File: src/hdl/incremental_pid_heading_macros.svh
// assertion macros for the incremental pid heading block
`ifndef INCREMENTAL_PID_HEADING_MACROS_SVH
`define INCREMENTAL_PID_HEADING_MACROS_SVH

`ifndef SYNTHESIS
`define IPH_ASSERT(lbl, clk, rstn, prop) \
	lbl: assert property (@(posedge clk) disable iff (!rstn) prop) \
		else $error("iph assertion failed");
`define IPH_ASSERT_MSG(lbl, clk, rstn, prop, msg) \
	lbl: assert property (@(posedge clk) disable iff (!rstn) prop) \
		else $error(msg);
`else
`define IPH_ASSERT(lbl, clk, rstn, prop)
`define IPH_ASSERT_MSG(lbl, clk, rstn, prop, msg)
`endif

`endif

File: src/hdl/iph_pkg.sv
package iph_pkg;

	localparam int GAIN_W  = 24;
	localparam int LIMIT_W = 15;
	localparam int DATA_W  = 16;
	localparam int ERR_W   = 17;
	localparam int ADDR_W  = 4;
	localparam int APB_W   = 32;

	localparam logic [LIMIT_W-1:0] LIMIT_RESET = 15'd2458;

	typedef enum logic [1:0] {
		REG_PROP  = 2'd0,
		REG_INTEG = 2'd1,
		REG_DERIV = 2'd2,
		REG_LIMIT = 2'd3
	} iph_reg_e_t;

	typedef struct packed {
		logic [GAIN_W-1:0]  prop_gain;
		logic [GAIN_W-1:0]  integral_gain;
		logic [GAIN_W-1:0]  derivative_gain;
		logic [LIMIT_W-1:0] output_limit;
	} iph_cfg_t;

	typedef struct packed {
		logic signed [ERR_W-1:0]  last_error;
		logic signed [ERR_W-1:0]  older_error;
		logic signed [DATA_W-1:0] last_drive;
	} iph_state_t;

endpackage

File: src/hdl/iph_regs.sv
module iph_regs (
	input  logic                       clk,
	input  logic                       arst_n,
	input  logic                       psel,
	input  logic                       penable,
	input  logic                       pwrite,
	input  logic [iph_pkg::ADDR_W-1:0] paddr,
	input  logic [iph_pkg::APB_W-1:0]  pwdata,
	output logic [iph_pkg::APB_W-1:0]  prdata,
	output logic                       pready,
	output iph_pkg::iph_cfg_t          cfg
);
	import iph_pkg::*;

	iph_cfg_t   cfg_q;
	iph_reg_e_t sel;
	logic       wr_en;

	assign sel    = iph_reg_e_t'(paddr[3:2]);
	assign wr_en  = psel & penable & pwrite;
	assign pready = 1'b1;
	assign cfg    = cfg_q;

	always_ff @(posedge clk or negedge arst_n) begin
		if (!arst_n) begin
			cfg_q.prop_gain       <= '0;
			cfg_q.integral_gain   <= '0;
			cfg_q.derivative_gain <= '0;
			cfg_q.output_limit    <= LIMIT_RESET;
		end else if (wr_en) begin
			unique case (sel)
				REG_PROP:  cfg_q.prop_gain       <= pwdata[GAIN_W-1:0];
				REG_INTEG: cfg_q.integral_gain   <= pwdata[GAIN_W-1:0];
				REG_DERIV: cfg_q.derivative_gain <= pwdata[GAIN_W-1:0];
				REG_LIMIT: cfg_q.output_limit    <= pwdata[LIMIT_W-1:0];
				default:   ;
			endcase
		end
	end

	always_comb begin
		prdata = '0;
		unique case (sel)
			REG_PROP:  prdata = {{(APB_W-GAIN_W){1'b0}}, cfg_q.prop_gain};
			REG_INTEG: prdata = {{(APB_W-GAIN_W){1'b0}}, cfg_q.integral_gain};
			REG_DERIV: prdata = {{(APB_W-GAIN_W){1'b0}}, cfg_q.derivative_gain};
			REG_LIMIT: prdata = {{(APB_W-LIMIT_W){1'b0}}, cfg_q.output_limit};
			default:   prdata = '0;
		endcase
	end

endmodule

File: src/hdl/iph_core.sv
module iph_core (
	input  logic                              kind,
	input  logic signed [iph_pkg::DATA_W-1:0] setpoint,
	input  logic signed [iph_pkg::DATA_W-1:0] feedback,
	input  iph_pkg::iph_cfg_t                 cfg,
	input  iph_pkg::iph_state_t               cur,
	output iph_pkg::iph_state_t               nxt
);
	import iph_pkg::*;

	localparam int SUM_W = 47;

	logic signed [ERR_W-1:0] err;
	logic signed [17:0]      d_p;
	logic signed [17:0]      d_i;
	logic signed [18:0]      d_d;
	logic signed [42:0]      prod_p;
	logic signed [42:0]      prod_i;
	logic signed [43:0]      prod_d;
	logic signed [31:0]      drv_al;
	logic signed [SUM_W-1:0] sum;
	logic signed [SUM_W-1:0] lim;
	logic signed [SUM_W-1:0] neg_lim;
	logic signed [SUM_W-1:0] rounded;
	logic signed [DATA_W-1:0] lim16;
	logic signed [DATA_W-1:0] drive;

	assign err = $signed({setpoint[DATA_W-1], setpoint}) -
		$signed({feedback[DATA_W-1], feedback});

	assign d_p = 18'(err) - 18'(cur.last_error);
	assign d_i = 18'(err) + 18'(cur.last_error);
	assign d_d = 19'(err) - (19'(cur.last_error) <<< 1) + 19'(cur.older_error);

	assign prod_p = 43'(d_p) * 43'($signed({1'b0, cfg.prop_gain}));
	assign prod_i = 43'(d_i) * 43'($signed({1'b0, cfg.integral_gain}));
	assign prod_d = 44'(d_d) * 44'($signed({1'b0, cfg.derivative_gain}));

	assign drv_al  = $signed({cur.last_drive, 16'b0});
	assign sum     = SUM_W'(drv_al) + SUM_W'(prod_p) + SUM_W'(prod_i) + SUM_W'(prod_d);
	assign lim     = $signed({16'b0, cfg.output_limit, 16'b0});
	assign neg_lim = -lim;
	assign rounded = sum + SUM_W'(32768);
	assign lim16   = $signed({1'b0, cfg.output_limit});

	always_comb begin
		if (sum > lim) begin
			drive = lim16;
		end else if (sum < neg_lim) begin
			drive = -lim16;
		end else begin
			drive = rounded[31:16];
		end
	end

	always_comb begin
		if (kind) begin
			nxt = '0;
		end else begin
			nxt.last_error  = err;
			nxt.older_error = cur.last_error;
			nxt.last_drive  = drive;
		end
	end

endmodule

File: src/hdl/incremental_pid_heading.sv
// channel  | direction | handshake            | payload
// update   | in        | upd_valid, upd_stall | kind, setpoint, feedback
// result   | out       | res_valid, res_stall | drive
// config   | in        | apb write/read       | gains, output limit
//
// one beat in, one beat out; an accepted beat waits in the input register, then
// passes the core into the result register; with res_stall low the sustained rate
// is one beat per cycle, set by the combinational multiply and clamp
// arst_n clears valid flags, history and registers; output limit resets to 0.6
// a stalled result holds; the input register still fills, then upd_stall rises
`include "incremental_pid_heading_macros.svh"

module incremental_pid_heading (
	input  logic                              clk,
	input  logic                              arst_n,
	input  logic                              upd_valid,
	output logic                              upd_stall,
	input  logic                              kind,
	input  logic signed [iph_pkg::DATA_W-1:0] setpoint,
	input  logic signed [iph_pkg::DATA_W-1:0] feedback,
	output logic                              res_valid,
	input  logic                              res_stall,
	output logic signed [iph_pkg::DATA_W-1:0] drive,
	input  logic                              psel,
	input  logic                              penable,
	input  logic                              pwrite,
	input  logic [iph_pkg::ADDR_W-1:0]        paddr,
	input  logic [iph_pkg::APB_W-1:0]         pwdata,
	output logic [iph_pkg::APB_W-1:0]         prdata,
	output logic                              pready
);
	import iph_pkg::*;

	iph_cfg_t   cfg;
	iph_state_t state_q;
	iph_state_t state_nxt;

	logic                     valid_s1;
	logic                     kind_s1;
	logic signed [DATA_W-1:0] setpoint_s1;
	logic signed [DATA_W-1:0] feedback_s1;
	logic                     res_valid_q;
	logic signed [DATA_W-1:0] drive_q;
	logic                     out_free;
	logic                     adv;
	logic                     accept;

	iph_regs u_regs (
		.clk     (clk),
		.arst_n  (arst_n),
		.psel    (psel),
		.penable (penable),
		.pwrite  (pwrite),
		.paddr   (paddr),
		.pwdata  (pwdata),
		.prdata  (prdata),
		.pready  (pready),
		.cfg     (cfg)
	);

	iph_core u_core (
		.kind     (kind_s1),
		.setpoint (setpoint_s1),
		.feedback (feedback_s1),
		.cfg      (cfg),
		.cur      (state_q),
		.nxt      (state_nxt)
	);

	assign out_free  = !res_valid_q || !res_stall;
	assign adv       = valid_s1 && out_free;
	assign upd_stall = valid_s1 && !out_free;
	assign accept    = upd_valid && !upd_stall;
	assign res_valid = res_valid_q;
	assign drive     = drive_q;

	// input register
	always_ff @(posedge clk or negedge arst_n) begin
		if (!arst_n) begin
			valid_s1 <= 1'b0;
		end else if (accept) begin
			valid_s1 <= 1'b1;
		end else if (adv) begin
			valid_s1 <= 1'b0;
		end
	end

	always_ff @(posedge clk) begin
		if (accept) begin
			kind_s1     <= kind;
			setpoint_s1 <= setpoint;
			feedback_s1 <= feedback;
		end
	end

	// controller history
	always_ff @(posedge clk or negedge arst_n) begin
		if (!arst_n) begin
			state_q <= '0;
		end else if (adv) begin
			state_q <= state_nxt;
		end
	end

	// result register
	always_ff @(posedge clk or negedge arst_n) begin
		if (!arst_n) begin
			res_valid_q <= 1'b0;
		end else if (adv) begin
			res_valid_q <= 1'b1;
		end else if (!res_stall) begin
			res_valid_q <= 1'b0;
		end
	end

	always_ff @(posedge clk) begin
		if (adv) begin
			drive_q <= state_nxt.last_drive;
		end
	end

	`IPH_ASSERT(a_stall_needs_s1, clk, arst_n, upd_stall |-> valid_s1)
	`IPH_ASSERT(a_s1_holds, clk, arst_n, (valid_s1 && !out_free) |=> valid_s1)
	`IPH_ASSERT_MSG(a_clear_zeroes, clk, arst_n,
		(adv && kind_s1) |=> (state_q == '0 && drive_q == '0), "clear left history")
	`IPH_ASSERT_MSG(a_drive_tracks, clk, arst_n,
		res_valid_q |-> (state_q.last_drive == drive_q), "drive and history differ")

endmodule

File: config.mk
export PLATFORM = sky130hd
export DESIGN_NAME = incremental_pid_heading
export DESIGN_NICKNAME = d
export VERILOG_FILES = /design/src/hdl/iph_pkg.sv /design/src/hdl/iph_regs.sv /design/src/hdl/iph_core.sv /design/src/hdl/incremental_pid_heading.sv
export VERILOG_INCLUDE_DIRS = /design/src /design/src/hdl
export SDC_FILE = /design/constraint.sdc
export NUM_CORES = 2
export LEC_CHECK = 0
export BUFFER_PORTS_ARGS = -buffer_cell sky130_fd_sc_hd__buf_2
export CAP_MARGIN = 20
export CORE_MARGIN = 3
export CORE_UTILIZATION = 30
export CTS_BUF_LIST = sky130_fd_sc_hd__clkbuf_8
export CTS_CLUSTER_SIZE = 10
export DETAILED_ROUTE_END_ITERATION = 8
export SETUP_SLACK_MARGIN = 0.1
export SKIP_LAST_GASP = 1
export SLEW_MARGIN = 20
export SYNTH_ARGS = -nofsm -noshare
export SYNTH_HDL_FRONTEND = slang
export SYNTH_SLANG_ARGS = --single-unit
File: constraint.sdc
create_clock -name clk -period 25.4 [get_ports clk]
set_input_delay 5.08 -clock clk [delete_from_list [all_inputs] [get_ports clk]]
set_output_delay 5.08 -clock clk [all_outputs]
set_load 0.01 [all_outputs]
==> results.cfg <==
[logic_synthesis]
ys.flop_type = dfrtp_1
seq_area_frac_synth = 0.0846
syn_area_per_cell_um2 = 9.14
synthArstFlopShare = 0.739
synth_top_area_frac = 0.426
synthCells = 6409
yosysWarnings = 0
synth_xor_area_frac = 0.0220
syn_area_um2 = 58600
ys_ff_latch = 188
synth_edf_count = 49
yosysUniqueCellTypes = 92
muxShareOfSynthArea = 0.0258
synth-compound-area-share = 0.0615
post-synth-top-area-cell = fa_1
synth-simple-area-share = 0.154
synth_fa_ha_area_frac = 0.538
synth_area_leaders = fa_1 43%, ha_1 11%, inv_1 9.2%, nand2_1 5.8%, dfrtp_1 5.7%
synth_top_family_by_area = adder cells

[critical_path]
cp_slowest_stage_delay_ns = 0.76
cpMostUsedCell = fa_1
r2r_cells = 76
endpoint_kind = flop
critPathArrivalTime_ns = 21.70
crit_fanout = 23
cp.required_ns = 25.72
cp_slowest_cell = a311oi_4
startpoint_type = flop
critical_path_class = reg2reg

[finish]
syn_to_final_growth_pct = 6.65
fin_nets = 8145
drive_above_1_share = 0.0680
final_common_cell = inv_1
utilization = 0.323
final_cell_mix = 1436 x inv_1, 1247 x fa_1, 908 x nand2_1

[timing]
clock_skew_ns = 0.0272
final-hold-violation-count = 0
relSlewSlack = 0.245
worst_pin_slew_ns = 1.13
hold_slack_ns = 0.516
final.setup.tns_ns = 0
finalSetupViolations = 0
finalCriticalPeriod_ns = 21.38
fmax_mhz = 46.8
post-route-period-util = 0.842
finalMaxSlewViolations = 0
rsz0062_at_grt = no

[detailed_routing]
wl_per_cell_um = 17.9
first_iter_violations = 2577
postRouteAntennaNets = 0
wirelength_mm = 158
vias = 42323
post_drt_via_cell_ratio = 4.79
drc = 0
first_pass_iters = 5

[floorplan]
rows = 161
die_w_um = 448
fp.dieH_um = 448
start_util = 0.303
die_area_um2 = 201000
core-area_um2 = 193000
io-pin-count = 127

[clocking]
cts.hold.buffers_added = 0
htree_levels = 4
cts_setup_buffers = 0
cts.path.max_buffers = 2
clock_latency_ns = 0.60
clock_sinks = 188
root_buffer = clkbuf_8
cts_made_buffers = 17
cts_tree = built
path_clk_slew_ns = 0.12
cts-resized-gates = 0

[global_route]
grt_pass1_wl_mm = 257
overflow = 0
grt_usage = 0.163
grt_pass1_vias = 45504
grt_start_max_net_pins = 87
antenna_found_initial = 6

[placement]
hpwl_mm = 135
numPortBuffers = 107
gp_congestion = 0.918

[run]
maxCapViolCount = 0

[min_path]
worstHoldPathCells = 2
holdCritPathClass = reg2reg

[status]
status = finished, final reports clean
==> path summary, 6_finish.rpt <==
| check | start | end | slack (ns) |
|---|---|---|---|
| worst min register to register | state_q[16]$_DFFE_PN0P_ | state_q[16]$_DFFE_PN0P_ | 0.52 |
| max in group asynchronous | arst_n | state_q[32]$_DFFE_PN0P_ | 19.53 |
| worst max-delay path | setpoint_s1[0]$_DFFE_PP_ | drive[14]$_DFFE_PP_ | 4.02 |
| min in group asynchronous | arst_n | u_regs.cfg[21]$_DFFE_PN0P_ | 4.53 |
| worst min-delay path | state_q[16]$_DFFE_PN0P_ | state_q[16]$_DFFE_PN0P_ | 0.52 |
| worst max register to register | setpoint_s1[0]$_DFFE_PP_ | drive[14]$_DFFE_PP_ | 4.02 |
==> cell families after synthesis <==
family | Yosys count
adder cells (fa/ha/maj) | 1770
flip-flops | 188
other | 2
AO/OA/AOI/OAI | 548
buffers and inverters | 1768
XOR/XNOR | 147
multiplexers | 121
AND/OR/NAND/NOR | 1865
==> Yosys cell counts, drive strengths merged (25+ instances only) <==
cell type,instances
mux2,89
a21o,53
o21a,30
xor2,40
nand2b,171
o31ai,28
edfxtp,49
nor2b,106
o21bai,25
ha,522
and3,26
nor3,42
clkbuf,305
xnor2,107
nand2,910
a21oi,146
o21ai,127
fa,1248
buf,25
dfrtp,133
nor2,151
or2,27
inv,1436
and2,311
nand3,38
==> metal layers <==
layer | share of wire | GRT usage | wire length, µm | vias up
met5 | 0 | 0 | 0 | -
met2 | 0.48 | 0.275 | 75600 | 1187
met3 | 0.053 | 0.0189 | 8390 | 163
li1 | - | - | - | 19036
met1 | 0.43 | 0.218 | 67600 | 21937
met4 | 0.040 | 0.0566 | 6320 | 0
==> metrics by stage <==
| stage | setup WS [ns] | std cells | instance area (µm²) |
|---|---|---|---|
| global placement | 3.98 | 8806 | 62000 |
| CTS | 3.74 | 8838 | 62500 |
| global route | 2.54 | 8840 | 62500 |
| floorplan | 7.34 | 6416 | 58600 |
| finish | 4.02 | 8843 | 62500 |
| detailed placement | 3.85 | 8806 | 62000 |
==> cell type report <==
class                   count  area, µm²
clock buffers              17        234
repair buffers            194       1190
well taps                2526       3160
diodes                      5       12.5
inverters                1438       5400
clock inverters            15        199
flip-flops and latches    188       4960
multi-input cells        4460      47400
fillers                 20014     131000
==> flip-flops by register name, summed over array words and instances (netlist names) <==
name / count
u_regs.cfg: 87
state_q: 50
drive: 16
feedback_s1: 16
setpoint_s1: 16
kind_s1: 1
res_valid: 1
valid_s1: 1
==> critical path: cells and delay by family, from the launching register on <==
kind | cells | cell delay (ns)
xor+xnor | 2 | 0.60
flops | 1 | 0.39
fa+ha+maj | 20 | 9.09
compound gates | 23 | 5.65
buf+inv | 10 | 1.39
simple gates | 21 | 3.94
Power is not shown: default switching activity piles up to over one toggle a cycle in this logic, so the estimate is an artifact.
